**config.mk**
```make
export PLATFORM = sky130hd
export DESIGN_NAME = alpha_over_pixel_blender
export DESIGN_NICKNAME = d
export VERILOG_FILES = /design/src/rtl/aopb_pkg.sv /design/src/rtl/aopb_front.sv /design/src/rtl/aopb_jobq.sv /design/src/rtl/aopb_back.sv /design/src/rtl/alpha_over_pixel_blender.sv
export SDC_FILE = /design/constraint.sdc
export NUM_CORES = 2
export LEC_CHECK = 0
export CAP_MARGIN = 5
export CORE_MARGIN = 3
export CORE_UTILIZATION = 64
export CTS_CLUSTER_DIAMETER = 120
export DETAILED_ROUTE_END_ITERATION = 6
export DONT_BUFFER_PORTS = 1
export PLACE_DENSITY = 0.8
export SKIP_CTS_REPAIR_TIMING = 1
export SYNTH_ARGS = -nofsm -noshare
export SYNTH_HDL_FRONTEND = slang
export SYNTH_SLANG_ARGS = --single-unit
```
**constraint.sdc**
```tcl
create_clock -name i_clk -period 7.5 [get_ports i_clk]
set_input_delay 0.75 -clock i_clk [delete_from_list [all_inputs] [get_ports i_clk]]
set_output_delay 0.75 -clock i_clk [all_outputs]
set_load 0.01 [all_outputs]
```
**src/rtl/aopb_pkg.sv**
```systemverilog
// ----------------------------------------------------------------------------
// aopb_pkg
// types, register indexes and helpers shared by the alpha-over blender
// ----------------------------------------------------------------------------
package aopb_pkg;

    typedef struct packed {
        logic [7:0] fg_red;
        logic [7:0] fg_green;
        logic [7:0] fg_blue;
        logic [7:0] fg_alpha;
        logic [7:0] bg_red;
        logic [7:0] bg_green;
        logic [7:0] bg_blue;
        logic [7:0] bg_alpha;
        logic       last_pixel;
    } t_in_pixel;

    typedef struct packed {
        logic [7:0] out_red;
        logic [7:0] out_green;
        logic [7:0] out_blue;
        logic [7:0] out_alpha;
        logic       out_last;
    } t_out_pixel;

    typedef struct packed {
        logic [7:0] fixed_alpha_fg;
        logic [7:0] fixed_alpha_bg;
        logic       has_alpha;
        logic       use_fixed_alpha;
    } t_cfg;

    // one blend job: three numerators and the common divisor
    typedef struct packed {
        logic [2:0][15:0] num;
        logic [7:0]       aout;
        logic             has_alpha;
        logic             last;
    } t_job;

    localparam int CFG_IDX_W  = 2;
    localparam int CFG_DATA_W = 8;

    localparam logic [CFG_IDX_W-1:0] REG_FIXED_ALPHA_FG  = 2'd0;
    localparam logic [CFG_IDX_W-1:0] REG_FIXED_ALPHA_BG  = 2'd1;
    localparam logic [CFG_IDX_W-1:0] REG_HAS_ALPHA       = 2'd2;
    localparam logic [CFG_IDX_W-1:0] REG_USE_FIXED_ALPHA = 2'd3;

    localparam int JOBQ_DEPTH = 4;
    localparam int DIV_STEPS  = 8;
    localparam int OBUF_DEPTH = 16;

    // exact floor(x / 255) for x up to 255*255, the largest alpha product
    function automatic logic [7:0] div255(input logic [15:0] x);
        logic [16:0] y;
        y = 17'(x) + 17'(x >> 8) + 17'd1;
        return y[15:8];
    endfunction

endpackage

```
**src/rtl/aopb_front.sv**
```systemverilog
// ----------------------------------------------------------------------------
// aopb_front
// picks the alphas, forms combined alpha and the three blend numerators
// ----------------------------------------------------------------------------
module aopb_front
    import aopb_pkg::*;
(
    input  logic      i_clk,
    input  logic      i_rst_n,
    input  logic      i_push,
    output logic      o_full,
    input  t_in_pixel i_pixel,
    input  t_cfg      i_cfg,
    output logic      o_job_valid,
    input  logic      i_job_ready,
    output t_job      o_job
);

    logic        r_v1, r_v2, r_v3;
    t_in_pixel   r_px1, r_px2;
    logic [7:0]  r_af1, r_ab1, r_af2, r_abm2, r_aout2;
    logic [15:0] r_prod1;
    logic        r_ha1, r_ha2;
    t_job        r_job3;

    logic        rdy1, rdy2, rdy3;
    logic        use_fixed;
    logic [7:0]  n_af, n_ab, mult;
    logic [8:0]  asum;

    assign rdy3 = !r_v3 || i_job_ready;
    assign rdy2 = !r_v2 || rdy3;
    assign rdy1 = !r_v1 || rdy2;
    assign o_full = !rdy1;

    // with no alpha byte the fixed registers always apply
    assign use_fixed = i_cfg.use_fixed_alpha || !i_cfg.has_alpha;
    assign n_af = use_fixed ? i_cfg.fixed_alpha_fg : i_pixel.fg_alpha;
    assign n_ab = use_fixed ? i_cfg.fixed_alpha_bg : i_pixel.bg_alpha;

    assign mult = div255(r_prod1);
    assign asum = 9'(r_af1) + 9'(r_ab1) - 9'(mult);

    always_ff @(posedge i_clk) begin
        if (!i_rst_n) begin
            r_v1 <= 1'b0;
            r_v2 <= 1'b0;
            r_v3 <= 1'b0;
        end else begin
            if (rdy1) r_v1 <= i_push;
            if (rdy2) r_v2 <= r_v1;
            if (rdy3) r_v3 <= r_v2;
        end
    end

    always_ff @(posedge i_clk) begin
        if (rdy1) begin
            r_px1   <= i_pixel;
            r_af1   <= n_af;
            r_ab1   <= n_ab;
            r_prod1 <= 16'(n_af) * 16'(n_ab);
            r_ha1   <= i_cfg.has_alpha;
        end
        if (rdy2) begin
            r_px2   <= r_px1;
            r_af2   <= r_af1;
            r_abm2  <= r_ab1 - mult;
            r_aout2 <= asum[7:0];
            r_ha2   <= r_ha1;
        end
        if (rdy3) begin
            r_job3.num[0]    <= 16'(r_px2.fg_red) * 16'(r_af2)
                              + 16'(r_px2.bg_red) * 16'(r_abm2);
            r_job3.num[1]    <= 16'(r_px2.fg_green) * 16'(r_af2)
                              + 16'(r_px2.bg_green) * 16'(r_abm2);
            r_job3.num[2]    <= 16'(r_px2.fg_blue) * 16'(r_af2)
                              + 16'(r_px2.bg_blue) * 16'(r_abm2);
            r_job3.aout      <= r_aout2;
            r_job3.has_alpha <= r_ha2;
            r_job3.last      <= r_px2.last_pixel;
        end
    end

    assign o_job_valid = r_v3;
    assign o_job       = r_job3;

endmodule

```
**src/rtl/aopb_jobq.sv**
```systemverilog
// ----------------------------------------------------------------------------
// aopb_jobq
// short job queue between the front and back parts
// ----------------------------------------------------------------------------
module aopb_jobq
    import aopb_pkg::*;
(
    input  logic i_clk,
    input  logic i_rst_n,
    input  logic i_push,
    output logic o_ready,
    input  t_job i_job,
    output logic o_valid,
    input  logic i_pop,
    output t_job o_job
);

    localparam int PW = $clog2(JOBQ_DEPTH);

    t_job            r_mem [JOBQ_DEPTH];
    logic [PW-1:0]   r_wp, r_rp;
    logic [PW:0]     r_cnt;
    logic            do_push, do_pop;

    assign o_ready = (r_cnt != (PW+1)'(JOBQ_DEPTH));
    assign o_valid = (r_cnt != '0);
    assign do_push = i_push && o_ready;
    assign do_pop  = i_pop && o_valid;
    assign o_job   = r_mem[r_rp];

    always_ff @(posedge i_clk) begin
        if (!i_rst_n) begin
            r_wp  <= '0;
            r_rp  <= '0;
            r_cnt <= '0;
        end else begin
            if (do_push) r_wp <= r_wp + 1'b1;
            if (do_pop)  r_rp <= r_rp + 1'b1;
            r_cnt <= r_cnt + (PW+1)'(do_push) - (PW+1)'(do_pop);
        end
    end

    always_ff @(posedge i_clk) begin
        if (do_push) r_mem[r_wp] <= i_job;
    end

endmodule

```
**src/rtl/aopb_back.sv**
```systemverilog
// ----------------------------------------------------------------------------
// aopb_back
// pipelined restoring divider, one quotient bit per stage, and result buffer
// ----------------------------------------------------------------------------
module aopb_back
    import aopb_pkg::*;
(
    input  logic       i_clk,
    input  logic       i_rst_n,
    input  logic       i_job_valid,
    output logic       o_job_pop,
    input  t_job       i_job,
    output logic       o_empty,
    input  logic       i_pop,
    output t_out_pixel o_pixel
);

    localparam int OW = $clog2(OBUF_DEPTH);
    localparam int FW = $clog2(DIV_STEPS + 2);

    logic                  r_vs   [DIV_STEPS+1];
    logic [2:0][15:0]      r_rem  [DIV_STEPS+1];
    logic [2:0][7:0]       r_q    [DIV_STEPS+1];
    logic [7:0]            r_d    [DIV_STEPS+1];
    logic                  r_ha   [DIV_STEPS+1];
    logic                  r_last [DIV_STEPS+1];

    logic [2:0][15:0]      n_rem  [DIV_STEPS+1];
    logic [2:0][7:0]       n_q    [DIV_STEPS+1];

    t_out_pixel            r_mem [OBUF_DEPTH];
    logic [OW-1:0]         r_wp, r_rp;
    logic [OW:0]           r_cnt;
    logic [FW-1:0]         r_inflight;
    logic [OW+1:0]         occ;
    logic                  issue, do_pop, done;
    t_out_pixel            res;

    // every job in the divider has a reserved slot in the buffer
    assign occ       = (OW+2)'(r_cnt) + (OW+2)'(r_inflight);
    assign issue     = i_job_valid && (occ < (OW+2)'(OBUF_DEPTH));
    assign o_job_pop = issue;
    assign done      = r_vs[DIV_STEPS];
    assign do_pop    = i_pop && (r_cnt != '0);
    assign o_empty   = (r_cnt == '0);
    assign o_pixel   = r_mem[r_rp];

    always_comb begin
        logic [15:0] dsh;
        n_rem[0] = i_job.num;
        n_q[0]   = '0;
        for (int s = 1; s <= DIV_STEPS; s++) begin
            dsh = 16'(r_d[s-1]) << (DIV_STEPS - s);
            for (int c = 0; c < 3; c++) begin
                n_rem[s][c] = r_rem[s-1][c];
                n_q[s][c]   = r_q[s-1][c];
                if (r_rem[s-1][c] >= dsh) begin
                    n_rem[s][c] = r_rem[s-1][c] - dsh;
                    n_q[s][c][DIV_STEPS-s] = 1'b1;
                end
            end
        end
    end

    always_ff @(posedge i_clk) begin
        if (!i_rst_n) begin
            for (int s = 0; s <= DIV_STEPS; s++) r_vs[s] <= 1'b0;
        end else begin
            r_vs[0] <= issue;
            for (int s = 1; s <= DIV_STEPS; s++) r_vs[s] <= r_vs[s-1];
        end
    end

    always_ff @(posedge i_clk) begin
        r_rem[0]  <= n_rem[0];
        r_q[0]    <= n_q[0];
        r_d[0]    <= i_job.aout;
        r_ha[0]   <= i_job.has_alpha;
        r_last[0] <= i_job.last;
        for (int s = 1; s <= DIV_STEPS; s++) begin
            r_rem[s]  <= n_rem[s];
            r_q[s]    <= n_q[s];
            r_d[s]    <= r_d[s-1];
            r_ha[s]   <= r_ha[s-1];
            r_last[s] <= r_last[s-1];
        end
    end

    // zero combined alpha gives a black, transparent pixel
    always_comb begin
        logic zero;
        zero          = (r_d[DIV_STEPS] == '0);
        res.out_red   = zero ? 8'd0 : r_q[DIV_STEPS][0];
        res.out_green = zero ? 8'd0 : r_q[DIV_STEPS][1];
        res.out_blue  = zero ? 8'd0 : r_q[DIV_STEPS][2];
        res.out_alpha = r_ha[DIV_STEPS] ? r_d[DIV_STEPS] : 8'd0;
        res.out_last  = r_last[DIV_STEPS];
    end

    always_ff @(posedge i_clk) begin
        if (!i_rst_n) begin
            r_wp       <= '0;
            r_rp       <= '0;
            r_cnt      <= '0;
            r_inflight <= '0;
        end else begin
            if (done)   r_wp <= r_wp + 1'b1;
            if (do_pop) r_rp <= r_rp + 1'b1;
            r_cnt      <= r_cnt + (OW+1)'(done) - (OW+1)'(do_pop);
            r_inflight <= r_inflight + FW'(issue) - FW'(done);
        end
    end

    always_ff @(posedge i_clk) begin
        if (done) r_mem[r_wp] <= res;
    end

endmodule

```
**src/rtl/alpha_over_pixel_blender.sv**
```systemverilog
// ----------------------------------------------------------------------------
// alpha_over_pixel_blender
// porter-duff over blend of one rgba8888 pixel pair per transaction
// ----------------------------------------------------------------------------
//  channel   ports                           direction
//  input     push, full, i_pixel             in
//  result    empty, pop, o_pixel             out
//  config    i_cfg_we, i_cfg_idx, i_cfg_data in
//
//  one pixel per clock sustained while pop keeps up; from push to empty low a pixel
//  passes 3 front stages, the job queue, the 9-stage divider and the buffer write
//  synchronous active-low reset clears all control state and presets the config registers
//  the result buffer holds 16 pixels; a stalled pop backs up through the
//  divider credits, the job queue and the front pipeline to full
// ----------------------------------------------------------------------------
module alpha_over_pixel_blender
    import aopb_pkg::*;
(
    input  logic                  i_clk,
    input  logic                  i_rst_n,
    input  logic                  push,
    output logic                  full,
    input  t_in_pixel             i_pixel,
    output logic                  empty,
    input  logic                  pop,
    output t_out_pixel            o_pixel,
    input  logic                  i_cfg_we,
    input  logic [CFG_IDX_W-1:0]  i_cfg_idx,
    input  logic [CFG_DATA_W-1:0] i_cfg_data
);

    t_cfg r_cfg;
    logic job_valid, job_ready, jq_valid, jq_pop;
    t_job job, jq_job;

    always_ff @(posedge i_clk) begin
        if (!i_rst_n) begin
            r_cfg.fixed_alpha_fg  <= 8'd255;
            r_cfg.fixed_alpha_bg  <= 8'd255;
            r_cfg.has_alpha       <= 1'b1;
            r_cfg.use_fixed_alpha <= 1'b0;
        end else if (i_cfg_we) begin
            unique case (i_cfg_idx)
                REG_FIXED_ALPHA_FG:  r_cfg.fixed_alpha_fg  <= i_cfg_data;
                REG_FIXED_ALPHA_BG:  r_cfg.fixed_alpha_bg  <= i_cfg_data;
                REG_HAS_ALPHA:       r_cfg.has_alpha       <= i_cfg_data[0];
                REG_USE_FIXED_ALPHA: r_cfg.use_fixed_alpha <= i_cfg_data[0];
                default: ;
            endcase
        end
    end

    aopb_front u_front (
        .i_clk       (i_clk),
        .i_rst_n     (i_rst_n),
        .i_push      (push),
        .o_full      (full),
        .i_pixel     (i_pixel),
        .i_cfg       (r_cfg),
        .o_job_valid (job_valid),
        .i_job_ready (job_ready),
        .o_job       (job)
    );

    aopb_jobq u_jobq (
        .i_clk   (i_clk),
        .i_rst_n (i_rst_n),
        .i_push  (job_valid),
        .o_ready (job_ready),
        .i_job   (job),
        .o_valid (jq_valid),
        .i_pop   (jq_pop),
        .o_job   (jq_job)
    );

    aopb_back u_back (
        .i_clk       (i_clk),
        .i_rst_n     (i_rst_n),
        .i_job_valid (jq_valid),
        .o_job_pop   (jq_pop),
        .i_job       (jq_job),
        .o_empty     (empty),
        .i_pop       (pop),
        .o_pixel     (o_pixel)
    );

    a_pop_needs_job: assert property (@(posedge i_clk) disable iff (!i_rst_n)
        jq_pop |-> jq_valid)
        else $error("job taken from empty queue");

    a_job_held: assert property (@(posedge i_clk) disable iff (!i_rst_n)
        job_valid && !job_ready |=> job_valid && $stable(job))
        else $error("stalled job changed");

    a_reset_idle: assert property (@(posedge i_clk)
        !i_rst_n |=> empty && !full)
        else $error("not idle after reset");

endmodule
```
==> reports/results.ini <==
[hold_path]
hp-class = in -> reg

[floorplan]
die_area_um2 = 124000
coreArea_um2 = 119000
rows = 126
die_y_um = 352
initial_core_util_pct = 64.8
num_io_pins = 115
die_w_um = 352

[synth]
synth_fa_ha_area_share_pct = 16.8
syn_area_um2 = 76800
yosys_warnings = 0
synth_cells = 5699
synthFlopType = edfxtp_1
syn-num-nets = 6598
synth_top_family_by_area = adder cells
synth.yosys.seq_area_share_pct = 54.8
synthMuxAreaShare_pct = 7.96
async_flop_share_pct = 0
synth_edf_count = 974
synth_area_leaders = edfxtp_1, dfxtp_1, fa_1
synth_xor_area_share_pct = 2.61
synth.avg_cell_area_um2 = 13.5
yosys.area_share.simple_pct = 9.02
synth_top_area_cell = edfxtp_1
yosys_register_bits = 1616
synth_top_cell_area_share_pct = 38.1
synthDistinctLibCells = 87
synth_compound_area_share_pct = 4.95

[clocking]
cts_max_level = 4
cts_buffers = 159
ctsLongestPathBuffers = 3
clk_latency_ns = 0.81
path_clk_slew_ns = 0.06
cts_root_buffer = clkbuf_16
cts_tree = done
cts_sinks = 1616

[global_route]
antenna_found_initial = 5
gr-total-overflow = 0
grt_max_degree = 113
grt_usage_pct = 27.7
grt_pass1_wl_um = 266000
grt_pass1_vias = 46493

[critical_path]
crit_fanout = 24
crit_path_start_kind = register
path_class = reg -> reg
worstPathCellList = nand2_1 -> fa_1 -> fa_1 -> inv_1 -> fa_1 -> fa_1 -> fa_1 -> inv_1 -> fa_1 -> inv_1 -> ha_1 -> nor3_1 -> o21ai_0 -> a31oi_1 -> nor2b_1 -> o21a_1 -> o41a_1 -> xor2_1
path_buf_inv = 3
required_ns = 8.02
arrival_ns = 6.81
critPathTopFamily = adder cells
crit_path_end_kind = register
crit_top_cell = fa_1
slowest_stage = edfxtp_1
critPathMaxStageDelay_ns = 1.05

[run_status]
outcome = finished clean

[timing]
timing.slew.headroom_pct = 28.2
setup_violations = 0
fin_crit_sh_pct = 83.9
fin_hold_ws_ns = 0.0574
rsz0062_at_grt = false
finalHoldViolCount = 0
period_needed_ns = 6.29
tightest_slew_ns = 1.08
finalMaxSlewViolations = 0
fin_skew_ns = 0.0465
setup-tns-final_ns = 0
fmax_ghz = 0.159

[finish]
syn2layout_area_growth_pct = 9.63
nets = 6674
most-common-layout-cells = edfxtp_1, inv_1, dfxtp_1
final_common_cell = edfxtp_1
drive_gt1_share_pct = 10.8
n_fill_cell = 7608
fin_area_um2 = 84200

[placement]
io_buffers = 0
place_area_um2 = 78700
routabilityCongestion = 0.897
dp_hpwl_um = 108000

[routing]
wire_per_inst_um = 22.4
via_per_inst = 5.93
drtIter0Drc = 3577
route.detailed.drc = 0
wl_um = 168000
antenna_left = 0
dr.pass1.iters = 6
vias = 44576

[job]
drv_cap = 0

final timing paths:
check	startpoint	end	slack [ns]	depth (start not counted)
worst min register to register	u_back.r_rem[0][68]	u_back.r_rem[0][116]	0.31	0
worst max register to register	u_front.r_af2[3]	u_front.o_job[40]	1.21	18
worst min-delay path	i_pixel[25]	u_front.r_px1[25]	0.06	0
worst max-delay path	u_front.r_af2[3]	u_front.o_job[40]	1.21	18
synth_stat cells, drive strengths merged, types with 75 or more instances:
| master | n |
|---|---|
| a21oi | 182 |
| nor2 | 262 |
| nor2b | 75 |
| inv | 648 |
| and2 | 337 |
| mux4 | 223 |
| xnor2 | 143 |
| o21ai | 157 |
| xor2 | 86 |
| ha | 463 |
| fa | 356 |
| clkbuf | 88 |
| dfxtp | 642 |
| nand2 | 320 |
| edfxtp | 974 |
| nor3 | 87 |
layout make-up:
class / instances / area [um^2] / share of cell area (%)
antenna: 1 / 2.50 / 0.00297
clock buffer: 228 / 4600 / 5.47
timing repair buffer: 35 / 279 / 0.331
clock inverter: 70 / 850 / 1.01
inverter: 648 / 2430 / 2.89
multi-input combinational: 3315 / 31900 / 37.9
sequential: 1616 / 42100 / 50.0
tap: 1600 / 2000 / 2.38
registers in the layout, summed over array words and instances, names as in the netlist, 3 cells and up, named ones only:
register,count
u_front.r_aout2,8
u_front.r_ab1,8
u_front.r_af2,8
u_back.r_ha,9
u_front.o_job,58
r_cfg,18
u_front.r_af1,8
u_back.r_q,108
u_back.r_last,9
u_back.r_wp,4
u_back.r_inflight,4
u_back.r_rp,4
u_back.r_d,72
u_back.r_mem,528
u_back.r_vs,9
u_front.r_prod1,16
u_jobq.r_mem,232
u_front.r_abm2,8
u_front.r_px1,49
u_back.r_cnt,5
u_jobq.r_cnt,3
u_back.r_rem,384
u_front.r_px2,49
per-stage QoR:
step | worst slack (ns) | utilization (%) | std cells
6_report | 1.21 | 71.0 | 7513
2_1_floorplan | 1.94 | - | 5699
4_1_cts | 1.31 | 71.0 | 7511
3_3_place_gp | 1.35 | 66.4 | 7213
5_1_grt | 0.936 | 71.0 | 7512
3_5_place_dp | 1.32 | 66.4 | 7213
worst register-to-register path: stages (launching register included):
cell and delay, ns:
edfxtp_1 1.05, nand2_1 0.21, fa_1 0.52, fa_1 0.56
inv_1 0.06, fa_1 0.49, fa_1 0.50, fa_1 0.52
inv_1 0.06, fa_1 0.47, inv_1 0.04, ha_1 0.23
nor3_1 0.18, o21ai_0 0.15, a31oi_1 0.28, nor2b_1 0.09
o21a_1 0.19, o41a_1 0.32, xor2_1 0.14
metal layers:
metal  global-route usage (%)  wire length [um]  vias to the layer above
li1                         -                 -                    20147
met1                     34.4             63100                    22157
met2                     47.8             85900                     1793
met3                     4.15             10400                      475
met4                     13.5              8800                        4
met5                        0                40                        -
logic make-up (layout without fill, tap and decap cells):
group / Yosys count / count (layout)
AOI/OAI and AO/OA: 606 / 606
buffers and inverters: 768 / 981
muxes: 323 / 323
other: 0 / 1
xor gates and xnor gates: 229 / 229
DFF: 1616 / 1616
adders and majority gates: 819 / 819
and+or+nand+nor: 1338 / 1338
Power is not shown: default switching activity piles up to over one toggle a cycle in this logic, so the estimate is an artifact.
